**config.mk**
```make
export PLATFORM = sky130hd
export DESIGN_NAME = dns_response_answer_extract_top_flat
export DESIGN_NICKNAME = d
export VERILOG_FILES = /design/src/hw/rtl/dra_pkg.sv /design/src/hw/rtl/dra_ifs.sv /design/src/hw/rtl/dns_response_answer_extract_top.sv /design/src/hw/rtl/dra_cfg_regs.sv /design/src/hw/rtl/dra_parser.sv /design/src/hw/rtl/dra_out_fifo.sv /design/src/flat_wrapper.sv
export SDC_FILE = /design/constraint.sdc
export NUM_CORES = 1
export LEC_CHECK = 0
export ABC_AREA = 1
export BUFFER_PORTS_ARGS = -buffer_cell sky130_fd_sc_hd__buf_2
export CAP_MARGIN = 30
export CORE_AREA = 4 4 225 227
export CTS_BUF_LIST = sky130_fd_sc_hd__clkbuf_16
export DETAILED_ROUTE_END_ITERATION = 16
export DIE_AREA = 0 0 229 231
export PLACE_DENSITY = 0.76
export SETUP_SLACK_MARGIN = 0.4
export SLEW_MARGIN = 30
export SYNTH_ARGS = -nofsm -noshare
export SYNTH_HDL_FRONTEND = slang
export SYNTH_SLANG_ARGS = --single-unit
```
**constraint.sdc**
```tcl
create_clock -name clk -period 6.1 [get_ports clk]
set_input_delay 1.525 -clock clk [delete_from_list [all_inputs] [get_ports clk]]
set_output_delay 1.525 -clock clk [all_outputs]
set_load 0.1 [all_outputs]
```
**src/hw/rtl/dra_pkg.sv**
```systemverilog
// Shared types and constants for the DNS reply answer extractor.
`default_nettype none
package dra_pkg;

    localparam int HDR_LEN   = 12;
    localparam int FIXED_LEN = 10;
    localparam int CFG_IDX_W = 2;

    localparam logic [7:0]  LABEL_MAX   = 8'd63;
    localparam logic [15:0] QR_MASK     = 16'h8000;
    localparam logic [7:0]  OPCODE_MASK = 8'h78;
    localparam logic [15:0] RCODE_MASK  = 16'h000f;

    localparam logic [CFG_IDX_W-1:0] REG_EXPECTED_ID    = 2'd0;
    localparam logic [CFG_IDX_W-1:0] REG_EXPECTED_TYPE  = 2'd1;
    localparam logic [CFG_IDX_W-1:0] REG_EXPECTED_CLASS = 2'd2;

    typedef enum logic [2:0] {
        PH_HEADER,
        PH_QUESTION,
        PH_ANAME,
        PH_AFIXED,
        PH_RDATA,
        PH_DONE,
        PH_FAILED
    } phase_t;

    typedef enum logic [2:0] {
        ST_OK,
        ST_ID_MISMATCH,
        ST_MALFORMED,
        ST_RCODE,
        ST_NO_ANSWERS
    } status_t;

    typedef struct packed {
        logic [15:0] expected_id;
        logic [15:0] expected_type;
        logic [15:0] expected_class;
    } cfg_t;

    typedef struct packed {
        logic        is_status;
        logic [7:0]  data_byte;
        logic [2:0]  status;
        logic [3:0]  server_code;
        logic [15:0] data_length;
        logic        last;
    } result_t;

    // up to two results per item: an rdata byte, then the packet status
    typedef struct packed {
        logic    data_valid;
        result_t data;
        logic    status_valid;
        result_t stat;
    } push_t;

endpackage
`default_nettype wire

```
**src/hw/rtl/dra_ifs.sv**
```systemverilog
// Channel interfaces: reply bytes in, results out, register writes.
`default_nettype none
interface dra_in_if;
    logic       valid;
    logic       ready;
    logic [7:0] rx_byte;
    logic       end_of_packet;
    modport source (output valid, rx_byte, end_of_packet, input ready);
    modport sink   (input valid, rx_byte, end_of_packet, output ready);
endinterface

interface dra_out_if;
    logic        valid;
    logic        ready;
    logic        is_status;
    logic [7:0]  data_byte;
    logic [2:0]  status;
    logic [3:0]  server_code;
    logic [15:0] data_length;
    logic        last;
    modport source (output valid, is_status, data_byte, status, server_code, data_length,
                    last, input ready);
    modport sink   (input valid, is_status, data_byte, status, server_code, data_length,
                    last, output ready);
endinterface

interface dra_cfg_if;
    logic                           valid;
    logic                           ready;
    logic [dra_pkg::CFG_IDX_W-1:0]  index;
    logic [15:0]                    data;
    modport source (output valid, index, data, input ready);
    modport sink   (input valid, index, data, output ready);
endinterface
`default_nettype wire

```
**src/hw/rtl/dns_response_answer_extract_top.sv**
```systemverilog
// Top level of the DNS reply answer extractor.
// Takes one reply byte per cycle while the result queue has room and updates the parse
// state in that same cycle; the rdata bytes of the first answer matching the configured
// type and class, and one status result per packet, leave through a four-entry result
// queue. A byte is taken whenever the queue has two free entries, so with the result side
// ready the block sustains one byte per clock, the state update of each byte being done
// as it is taken. Results of a byte are registered in the queue. Registers are written
// through the configuration channel, which is always ready; write them between packets.
`default_nettype none
module dns_response_answer_extract_top #(
    parameter int MAX_PAYLOAD = 512
) (
    input  wire logic clk,
    input  wire logic rst_n,
    dra_in_if.sink    in_ch,
    dra_out_if.source out_ch,
    dra_cfg_if.sink   cfg
);

    dra_pkg::cfg_t    cfg_val;
    dra_pkg::push_t   push;
    dra_pkg::result_t head;
    logic             head_valid;
    logic             has_room;
    logic             in_accept;

    assign in_ch.ready = has_room;
    assign in_accept   = in_ch.valid & has_room;

    dra_cfg_regs u_cfg (
        .clk     (clk),
        .rst_n   (rst_n),
        .cfg     (cfg),
        .cfg_out (cfg_val)
    );

    dra_parser #(
        .MAX_PAYLOAD (MAX_PAYLOAD)
    ) u_parser (
        .clk           (clk),
        .rst_n         (rst_n),
        .accept        (in_accept),
        .rx_byte       (in_ch.rx_byte),
        .end_of_packet (in_ch.end_of_packet),
        .cfg           (cfg_val),
        .push          (push)
    );

    dra_out_fifo u_fifo (
        .clk        (clk),
        .rst_n      (rst_n),
        .push       (push),
        .pop        (out_ch.ready),
        .head       (head),
        .head_valid (head_valid),
        .has_room   (has_room)
    );

    assign out_ch.valid       = head_valid;
    assign out_ch.is_status   = head.is_status;
    assign out_ch.data_byte   = head.data_byte;
    assign out_ch.status      = head.status;
    assign out_ch.server_code = head.server_code;
    assign out_ch.data_length = head.data_length;
    assign out_ch.last        = head.last;

endmodule
`default_nettype wire

```
**src/hw/rtl/dra_cfg_regs.sv**
```systemverilog
// Configuration registers: expected ID, type and class.
`default_nettype none
module dra_cfg_regs (
    input  wire logic     clk,
    input  wire logic     rst_n,
    dra_cfg_if.sink       cfg,
    output dra_pkg::cfg_t cfg_out
);

    dra_pkg::cfg_t cfg_reg;
    dra_pkg::cfg_t cfg_next;

    assign cfg.ready = 1'b1;
    assign cfg_out   = cfg_reg;

    always_comb
    begin
        cfg_next = cfg_reg;
        if (cfg.valid)
        begin
            unique case (cfg.index)
                dra_pkg::REG_EXPECTED_ID:    cfg_next.expected_id    = cfg.data;
                dra_pkg::REG_EXPECTED_TYPE:  cfg_next.expected_type  = cfg.data;
                dra_pkg::REG_EXPECTED_CLASS: cfg_next.expected_class = cfg.data;
                default:                     cfg_next = cfg_reg;
            endcase
        end
    end

    always_ff @(posedge clk or negedge rst_n)
    begin
        if (!rst_n)
        begin
            cfg_reg.expected_id    <= 16'd0;
            cfg_reg.expected_type  <= 16'd1;
            cfg_reg.expected_class <= 16'd1;
        end
        else
        begin
            cfg_reg <= cfg_next;
        end
    end

endmodule
`default_nettype wire

```
**src/hw/rtl/dra_parser.sv**
```systemverilog
// Per-byte parse state and the combinational update for one reply byte.
`default_nettype none
module dra_parser #(
    parameter int MAX_PAYLOAD = 512
) (
    input  wire logic          clk,
    input  wire logic          rst_n,
    input  wire logic          accept,
    input  wire logic [7:0]    rx_byte,
    input  wire logic          end_of_packet,
    input  wire dra_pkg::cfg_t cfg,
    output dra_pkg::push_t     push
);

    localparam int LIMIT = dra_pkg::HDR_LEN + MAX_PAYLOAD;
    localparam int POS_W = $clog2(LIMIT + 1);
    // decision point can lie a whole rdlength beyond the last byte taken
    localparam int NDP_W = $clog2(LIMIT + 65536 + 16);

    localparam logic [POS_W-1:0] POS_LIMIT = POS_W'(LIMIT);
    localparam logic [POS_W-1:0] POS_HDR   = POS_W'(dra_pkg::HDR_LEN);
    localparam logic [POS_W-1:0] POS_HLAST = POS_W'(dra_pkg::HDR_LEN - 1);
    localparam logic [NDP_W-1:0] NDP_HDR   = NDP_W'(dra_pkg::HDR_LEN);
    localparam logic [NDP_W-1:0] NDP_FIXED = NDP_W'(dra_pkg::FIXED_LEN);

    logic [POS_W-1:0]     pos_reg,   pos_next;
    logic [15:0]          id_reg,    id_next;
    logic [15:0]          flags_reg, flags_next;
    logic [15:0]          qtot_reg,  qtot_next;
    logic [15:0]          atot_reg,  atot_next;
    dra_pkg::phase_t      phase_reg, phase_next;
    logic [NDP_W-1:0]     ndp_reg,   ndp_next;
    logic [15:0]          qskip_reg, qskip_next;
    logic [15:0]          aseen_reg, aseen_next;
    logic [47:0]          rf_reg,    rf_next;
    logic [15:0]          rem_reg,   rem_next;

    logic [NDP_W-1:0]     pos_ext;
    logic [NDP_W-1:0]     fixed_off;
    logic                 at_decision;
    logic                 name_end;
    dra_pkg::status_t     st;

    function automatic dra_pkg::status_t hdr_err(
        input logic        hdr_done,
        input logic [15:0] id,
        input logic [15:0] flags,
        input logic [15:0] atot,
        input logic [15:0] exp_id
    );
        dra_pkg::status_t r;
        if (!hdr_done)
            r = dra_pkg::ST_MALFORMED;
        else if (id != exp_id)
            r = dra_pkg::ST_ID_MISMATCH;
        else if ((flags & dra_pkg::QR_MASK) == 16'd0
                 || (flags[15:8] & dra_pkg::OPCODE_MASK) != 8'd0)
            r = dra_pkg::ST_MALFORMED;
        else if ((flags & dra_pkg::RCODE_MASK) != 16'd0)
            r = dra_pkg::ST_RCODE;
        else if (atot == 16'd0)
            r = dra_pkg::ST_NO_ANSWERS;
        else
            r = dra_pkg::ST_OK;
        return r;
    endfunction

    assign pos_ext     = NDP_W'(pos_reg);
    assign fixed_off   = pos_ext - ndp_reg;
    assign at_decision = (pos_ext == ndp_reg);
    // zero ends the name; anything above a label length is a pointer
    assign name_end    = (rx_byte > dra_pkg::LABEL_MAX) || (rx_byte == 8'd0);

    always_comb
    begin
        pos_next   = pos_reg;
        id_next    = id_reg;
        flags_next = flags_reg;
        qtot_next  = qtot_reg;
        atot_next  = atot_reg;
        phase_next = phase_reg;
        ndp_next   = ndp_reg;
        qskip_next = qskip_reg;
        aseen_next = aseen_reg;
        rf_next    = rf_reg;
        rem_next   = rem_reg;
        push       = '0;
        st         = dra_pkg::ST_OK;

        if (accept && pos_reg < POS_LIMIT)
        begin
            pos_next = pos_reg + 1'b1;
            if (pos_reg < POS_HDR)
            begin
                if (pos_reg < POS_W'(2))
                    id_next = {id_reg[7:0], rx_byte};
                else if (pos_reg < POS_W'(4))
                    flags_next = {flags_reg[7:0], rx_byte};
                else if (pos_reg < POS_W'(6))
                    qtot_next = {qtot_reg[7:0], rx_byte};
                else if (pos_reg < POS_W'(8))
                    atot_next = {atot_reg[7:0], rx_byte};
                if (pos_reg == POS_HLAST)
                begin
                    ndp_next = NDP_HDR;
                    if (hdr_err(1'b1, id_next, flags_next, atot_next, cfg.expected_id)
                        != dra_pkg::ST_OK)
                        phase_next = dra_pkg::PH_FAILED;
                    else if (qtot_next == 16'd0)
                        phase_next = dra_pkg::PH_ANAME;
                    else
                        phase_next = dra_pkg::PH_QUESTION;
                end
            end
            else
            begin
                unique case (phase_reg)
                    dra_pkg::PH_QUESTION:
                    begin
                        if (at_decision)
                        begin
                            if (name_end)
                            begin
                                // name end plus type and class
                                ndp_next   = ndp_reg + ((rx_byte > dra_pkg::LABEL_MAX)
                                             ? NDP_W'(6) : NDP_W'(5));
                                qskip_next = qskip_reg + 16'd1;
                                if (qskip_next >= qtot_reg)
                                    phase_next = dra_pkg::PH_ANAME;
                            end
                            else
                            begin
                                ndp_next = ndp_reg + NDP_W'(rx_byte) + NDP_W'(1);
                            end
                        end
                    end
                    dra_pkg::PH_ANAME:
                    begin
                        if (at_decision)
                        begin
                            if (name_end)
                            begin
                                ndp_next   = ndp_reg + ((rx_byte > dra_pkg::LABEL_MAX)
                                             ? NDP_W'(2) : NDP_W'(1));
                                rf_next    = '0;
                                phase_next = dra_pkg::PH_AFIXED;
                            end
                            else
                            begin
                                ndp_next = ndp_reg + NDP_W'(rx_byte) + NDP_W'(1);
                            end
                        end
                    end
                    dra_pkg::PH_AFIXED:
                    begin
                        if (pos_ext >= ndp_reg)
                        begin
                            // keep type, class and rdlength; drop the TTL bytes
                            if (fixed_off < NDP_W'(4) || fixed_off == NDP_W'(8)
                                || fixed_off == NDP_W'(9))
                                rf_next = {rf_reg[39:0], rx_byte};
                            if (fixed_off == NDP_W'(9))
                            begin
                                if (rf_next[47:32] == cfg.expected_type
                                    && rf_next[31:16] == cfg.expected_class)
                                begin
                                    rem_next   = rf_next[15:0];
                                    phase_next = (rf_next[15:0] == 16'd0)
                                                 ? dra_pkg::PH_DONE : dra_pkg::PH_RDATA;
                                end
                                else
                                begin
                                    aseen_next = aseen_reg + 16'd1;
                                    if (aseen_next >= atot_reg)
                                    begin
                                        phase_next = dra_pkg::PH_FAILED;
                                    end
                                    else
                                    begin
                                        ndp_next   = ndp_reg + NDP_FIXED
                                                     + NDP_W'(rf_next[15:0]);
                                        phase_next = dra_pkg::PH_ANAME;
                                    end
                                end
                            end
                        end
                    end
                    dra_pkg::PH_RDATA:
                    begin
                        push.data_valid       = 1'b1;
                        push.data.is_status   = 1'b0;
                        push.data.data_byte   = rx_byte;
                        push.data.status      = dra_pkg::ST_OK;
                        push.data.server_code = flags_reg[3:0];
                        push.data.data_length = rf_reg[15:0];
                        push.data.last        = 1'b0;
                        rem_next = rem_reg - 16'd1;
                        if (rem_next == 16'd0)
                            phase_next = dra_pkg::PH_DONE;
                    end
                    default:
                    begin
                        phase_next = phase_reg;
                    end
                endcase
            end
        end

        if (accept && end_of_packet)
        begin
            if (phase_next == dra_pkg::PH_DONE)
                st = dra_pkg::ST_OK;
            else
            begin
                st = hdr_err(pos_next >= POS_HDR, id_next, flags_next, atot_next,
                             cfg.expected_id);
                if (st == dra_pkg::ST_OK)
                    st = dra_pkg::ST_MALFORMED;
            end
            push.status_valid       = 1'b1;
            push.stat.is_status     = 1'b1;
            push.stat.data_byte     = 8'd0;
            push.stat.status        = st;
            push.stat.server_code   = flags_next[3:0];
            push.stat.data_length   = (st == dra_pkg::ST_OK) ? rf_next[15:0] : 16'd0;
            push.stat.last          = 1'b1;

            pos_next   = '0;
            id_next    = '0;
            flags_next = '0;
            qtot_next  = '0;
            atot_next  = '0;
            phase_next = dra_pkg::PH_HEADER;
            ndp_next   = '0;
            qskip_next = '0;
            aseen_next = '0;
            rf_next    = '0;
            rem_next   = '0;
        end
    end

    always_ff @(posedge clk or negedge rst_n)
    begin
        if (!rst_n)
        begin
            pos_reg   <= '0;
            id_reg    <= '0;
            flags_reg <= '0;
            qtot_reg  <= '0;
            atot_reg  <= '0;
            phase_reg <= dra_pkg::PH_HEADER;
            ndp_reg   <= '0;
            qskip_reg <= '0;
            aseen_reg <= '0;
            rf_reg    <= '0;
            rem_reg   <= '0;
        end
        else
        begin
            pos_reg   <= pos_next;
            id_reg    <= id_next;
            flags_reg <= flags_next;
            qtot_reg  <= qtot_next;
            atot_reg  <= atot_next;
            phase_reg <= phase_next;
            ndp_reg   <= ndp_next;
            qskip_reg <= qskip_next;
            aseen_reg <= aseen_next;
            rf_reg    <= rf_next;
            rem_reg   <= rem_next;
        end
    end

endmodule
`default_nettype wire

```
**src/hw/rtl/dra_out_fifo.sv**
```systemverilog
// Four-entry result queue taking up to two results per cycle.
`default_nettype none
module dra_out_fifo (
    input  wire logic           clk,
    input  wire logic           rst_n,
    input  wire dra_pkg::push_t push,
    input  wire logic           pop,
    output dra_pkg::result_t    head,
    output logic                head_valid,
    output logic                has_room
);

    localparam int DEPTH = 4;
    localparam int PTR_W = $clog2(DEPTH);
    localparam int CNT_W = $clog2(DEPTH + 1);

    dra_pkg::result_t entry_reg  [DEPTH];
    dra_pkg::result_t entry_next [DEPTH];
    logic [PTR_W-1:0] wptr_reg, wptr_next;
    logic [PTR_W-1:0] rptr_reg, rptr_next;
    logic [CNT_W-1:0] count_reg, count_next;

    logic             w0_valid, w1_valid, do_pop;
    dra_pkg::result_t w0, w1;
    logic [PTR_W-1:0] wptr_plus1;

    assign w0_valid   = push.data_valid | push.status_valid;
    assign w1_valid   = push.data_valid & push.status_valid;
    assign w0         = push.data_valid ? push.data : push.stat;
    assign w1         = push.stat;
    assign wptr_plus1 = wptr_reg + 1'b1;
    assign do_pop     = pop && (count_reg != '0);

    assign head_valid = (count_reg != '0);
    assign head       = entry_reg[rptr_reg];
    // room for the worst case of two results from the next item
    assign has_room   = (count_reg <= CNT_W'(DEPTH - 2));

    always_comb
    begin
        for (int i = 0; i < DEPTH; i++)
        begin
            entry_next[i] = entry_reg[i];
            if (w0_valid && wptr_reg == PTR_W'(i))
                entry_next[i] = w0;
            else if (w1_valid && wptr_plus1 == PTR_W'(i))
                entry_next[i] = w1;
        end
        wptr_next  = wptr_reg + PTR_W'(w0_valid) + PTR_W'(w1_valid);
        rptr_next  = rptr_reg + PTR_W'(do_pop);
        count_next = count_reg + CNT_W'(w0_valid) + CNT_W'(w1_valid) - CNT_W'(do_pop);
    end

    always_ff @(posedge clk)
    begin
        for (int i = 0; i < DEPTH; i++)
            entry_reg[i] <= entry_next[i];
    end

    always_ff @(posedge clk or negedge rst_n)
    begin
        if (!rst_n)
        begin
            wptr_reg  <= '0;
            rptr_reg  <= '0;
            count_reg <= '0;
        end
        else
        begin
            wptr_reg  <= wptr_next;
            rptr_reg  <= rptr_next;
            count_reg <= count_next;
        end
    end

endmodule
`default_nettype wire

```
**src/flat_wrapper.sv**
```systemverilog
// flat-port wrapper written by rule: the top's interface ports become plain ports
module dns_response_answer_extract_top_flat 
#(
    parameter int MAX_PAYLOAD = 512
)
  (clk, rst_n, in_ch_valid, in_ch_rx_byte, in_ch_end_of_packet, in_ch_ready, out_ch_valid, out_ch_is_status, out_ch_data_byte, out_ch_status, out_ch_server_code, out_ch_data_length, out_ch_last, out_ch_ready, cfg_valid, cfg_index, cfg_data, cfg_ready);
  dra_in_if in_ch_i ();
  dra_out_if out_ch_i ();
  dra_cfg_if cfg_i ();
  input  wire logic clk;
  input  wire logic rst_n;
  input wire logic [$bits(in_ch_i.valid)-1:0] in_ch_valid;
  input wire logic [$bits(in_ch_i.rx_byte)-1:0] in_ch_rx_byte;
  input wire logic [$bits(in_ch_i.end_of_packet)-1:0] in_ch_end_of_packet;
  output wire logic [$bits(in_ch_i.ready)-1:0] in_ch_ready;
  output wire logic [$bits(out_ch_i.valid)-1:0] out_ch_valid;
  output wire logic [$bits(out_ch_i.is_status)-1:0] out_ch_is_status;
  output wire logic [$bits(out_ch_i.data_byte)-1:0] out_ch_data_byte;
  output wire logic [$bits(out_ch_i.status)-1:0] out_ch_status;
  output wire logic [$bits(out_ch_i.server_code)-1:0] out_ch_server_code;
  output wire logic [$bits(out_ch_i.data_length)-1:0] out_ch_data_length;
  output wire logic [$bits(out_ch_i.last)-1:0] out_ch_last;
  input wire logic [$bits(out_ch_i.ready)-1:0] out_ch_ready;
  input wire logic [$bits(cfg_i.valid)-1:0] cfg_valid;
  input wire logic [$bits(cfg_i.index)-1:0] cfg_index;
  input wire logic [$bits(cfg_i.data)-1:0] cfg_data;
  output wire logic [$bits(cfg_i.ready)-1:0] cfg_ready;
  assign in_ch_i.valid = in_ch_valid;
  assign in_ch_i.rx_byte = in_ch_rx_byte;
  assign in_ch_i.end_of_packet = in_ch_end_of_packet;
  assign in_ch_ready = in_ch_i.ready;
  assign out_ch_valid = out_ch_i.valid;
  assign out_ch_is_status = out_ch_i.is_status;
  assign out_ch_data_byte = out_ch_i.data_byte;
  assign out_ch_status = out_ch_i.status;
  assign out_ch_server_code = out_ch_i.server_code;
  assign out_ch_data_length = out_ch_i.data_length;
  assign out_ch_last = out_ch_i.last;
  assign out_ch_i.ready = out_ch_ready;
  assign cfg_i.valid = cfg_valid;
  assign cfg_i.index = cfg_index;
  assign cfg_i.data = cfg_data;
  assign cfg_ready = cfg_i.ready;
  dns_response_answer_extract_top #(.MAX_PAYLOAD(MAX_PAYLOAD)) u_core (.clk(clk), .rst_n(rst_n), .in_ch(in_ch_i), .out_ch(out_ch_i), .cfg(cfg_i));
endmodule
```
==> results.toml <==
[clock_tree]
cts.path.max_buffers = 3
cts.sinks = 370
clkLatencyLatePin_ns = 0.58
cts.hold.buffers_added = 0
cts_tree = "built"
clkTransAtPathRegs_ns = 0.06
clock_tree.htree_level_count = 2
cts-buffers-inserted = 42
cts_root_buffer = "clkbuf_16"

[die]
rows = 81
fp.dieArea_mm2 = 0.0529
die_h_um = 231
core_area_mm2 = 0.0486
die_w_um = 229
start_util_pct = 49.7
io_pins = 68

[critical_path]
startpoint_type = "register"
cp_max_fo = 8
r2r_end = "u_core.u_parser.ndp_reg[13]$_DFFE_PN0P_"
crit_required_ns = 6.53
crit_top_cell = "nand2_1"
crit_path_end_kind = "register"
critical_path_class = "register to register"
reg2reg_setup_slack_ns = 0.73
arrival_ns = 5.81
cp_slowest_cell = "fa_2"
max_stage_delay_ns = 0.38
rr_startpoint = "u_core.u_parser.pos_reg[0]$_DFF_PN0_"
r2r_cells = 39

[sta]
rsz0062_at_grt = "no"
slew_headroom_pct = 34.4
period_needed_ns = 5.37
clock.fmax_mhz = 186
hold_viol = 0
fin_worst_skew_ns = 0.0180
tightest_slew_ns = 0.977
finalCritPeriodShare_pct = 88.1
setup_tns_ns = 0
maxSlewViolCount = 0
finalSetupViolCount = 0

[logic_synthesis]
synthFlopType = "dfrtp_1"
synth_nets = 3370
async_flop_share_pct = 65.4
synth_top_area_share_pct = 24.8
synth_edf_count = 128
avgSynthCellArea_um2 = 7.46
ys_warn_count = 0
ys_seq_elements = 370
synth.yosys.seq_area_share_pct = 41.0
synthesis.area_mm2 = 0.0242
synth_area_leader_cell = "dfrtp_1"
yosys-top-cells-area = "dfrtp_1 (25%), edfxtp_1 (16%), nand2_1 (11%)"
synth_cell_types = 61
syn-instance-count = 3240

[worst_hold_path]
hold_end = "u_core.u_cfg.cfg_out[38]$_DFFE_PN0P_"
hold_start = "u_core.u_cfg.cfg_out[38]$_DFFE_PN0P_"
min_path_type = "register to register"
whs_path_depth = 2

[drt]
wl_um = 71400
viasPerCell = 5.80
ant_nets = 0
drt_iter0_markers = 2483
post_drt_wl_per_cell_um = 18.2
vias = 22800
dr.pass1.iters = 5
drc = 0

[global_route]
grt_pass1_vias = 21300
gr-total-overflow = 0
track_usage_pct = 26.1
antenna_found_initial = 0
grt_pass1_wl_um = 112000
grt_start_max_net_pins = 115

[placed_design]
place_hpwl_um = 50200
io_buffers = 66
routabilityCongestion = 1.00

[power]
p_leak_uw = 0.0126
vdd_drop_max_mv = 0.307
power_uw = 13000
power_density_mw_per_mm2 = 488

[run_status]
status = "finished clean"

[layout]
layout.nets = 3411
final_cell_mix = "nand2_1 (677), inv_1 (401), nor2_1 (363)"
largest_reg_flops = 128
area_growth_pct = 10.4
drive_gt1_share_pct = 8.96
multi_input_comb_area_mm2 = 0.0123
diodes = 0
fillers = 4555
mostFrequentLayoutCell = "nand2_1"
regArea_mm2 = 0.00991

[flow_run]
maxCapViolCount = 0
==> metrics by stage <==
| step | setup slack, ns | std cells | util [%] | hold slack [ns] | area [um2] |
|---|---|---|---|---|---|
| 6_report | 0.728 | 3936 | 54.9 | 0.500 | 26700 |
| 5_1_grt | 0.355 | 3936 | 54.9 | 0.526 | 26700 |
| 4_1_cts | 0.413 | 3926 | 54.3 | 0.502 | 26400 |
| 3_5_place_dp | 0.431 | 3849 | 51.6 | 0.487 | 25100 |
| 3_3_place_gp | 0.582 | 3849 | 51.6 | 0.469 | 25100 |
| 2_1_floorplan | 0.381 | 3240 | - | 0.453 | 24200 |
==> critical path: cells and delay by family (launching register included) <==
| family | cells | cell delay, ns |
|---|---|---|
| fa+ha+maj | 5 | 1.47 |
| xor+xnor | 2 | 0.29 |
| simple gates | 18 | 1.65 |
| compound gates | 8 | 0.98 |
| buf+inv | 6 | 0.48 |
| flops | 1 | 0.35 |
==> layer usage <==
| layer | vias up | share of wire, % | track usage (%) |
|---|---|---|---|
| met3 | 155 | 8.6 | 4.71 |
| li1 | 11000 | - | - |
| met5 | - | 0 | 0 |
| met4 | 0 | 3.2 | 8.98 |
| met1 | 10700 | 43 | 35.9 |
| met2 | 1044 | 45 | 41.9 |
==> synth_stat cells (16+ instances only) <==
cell,count
nor3_1,41
o21ai_0,323
o22ai_1,123
xor2_1,73
clkbuf_1,95
a22oi_1,16
ha_1,91
nand2_1,684
inv_1,402
a21oi_1,81
nand4_1,49
edfxtp_1,128
dfrtp_1,240
nor2_1,367
nand3_1,286
==> how the worst max path moves through the flow <==
stage | start | endpoint | slack [ns]
floorplan | in_ch_valid | u_core.u_fifo.entry_reg[0][0]$_DFFE_PP_ | 0.38
global placement | u_core.u_parser.ndp_reg[6]$_DFFE_PN0P_ | u_core.u_parser.ndp_reg[13]$_DFFE_PN0P_ | 0.58
detailed placement | u_core.u_parser.pos_reg[0]$_DFF_PN0_ | u_core.u_parser.ndp_reg[12]$_DFFE_PN0P_ | 0.43
CTS | u_core.u_parser.pos_reg[0]$_DFF_PN0_ | u_core.u_parser.ndp_reg[12]$_DFFE_PN0P_ | 0.41
global route | u_core.u_parser.pos_reg[0]$_DFF_PN0_ | u_core.u_parser.ndp_reg[13]$_DFFE_PN0P_ | 0.36
finish | u_core.u_parser.pos_reg[0]$_DFF_PN0_ | u_core.u_parser.ndp_reg[13]$_DFFE_PN0P_ | 0.73
==> report_power, final <==
| part | total (uW) | internal (uW) | switching (uW) |
|---|---|---|---|
| Clock | 2400 | 1370 | 1030 |
| Sequential | 3400 | 3030 | 368 |
| Combinational | 7240 | 1960 | 5280 |
==> area by class of cell <==
cell class                 count  share of cell area (%)
tap                          622                    2.92
inverter                     424                    5.99
sequential                   370                    37.1
clock inverter                32                   0.619
multi-input combinational   2315                    46.1
timing repair buffer         128                    3.07
clock buffer                  45                    4.22
==> cell families (layout without fill, tap and decap cells) <==
logic type / count (synthesis) / after routing / share of synthesized area (%)
AO/OA/AOI/OAI: 635 / 635 / 15.0
flip-flops: 370 / 370 / 41.0
multiplexers: 8 / 8 / 0.331
AND/OR/NAND/NOR: 1489 / 1489 / 26.3
other: 1 / 1 / 0.0155
adder cells (fa/ha/maj): 98 / 98 / 5.29
buffers and inverters: 555 / 629 / 9.12
XOR/XNOR: 84 / 84 / 3.04
==> repair_timing <==
action | CTS | global route
setup buffers | 0 | 10
setup endpoints to repair | 0 | 72
resized for setup | 0 | 65
Note: power is estimated with default switching activity, not from simulation.
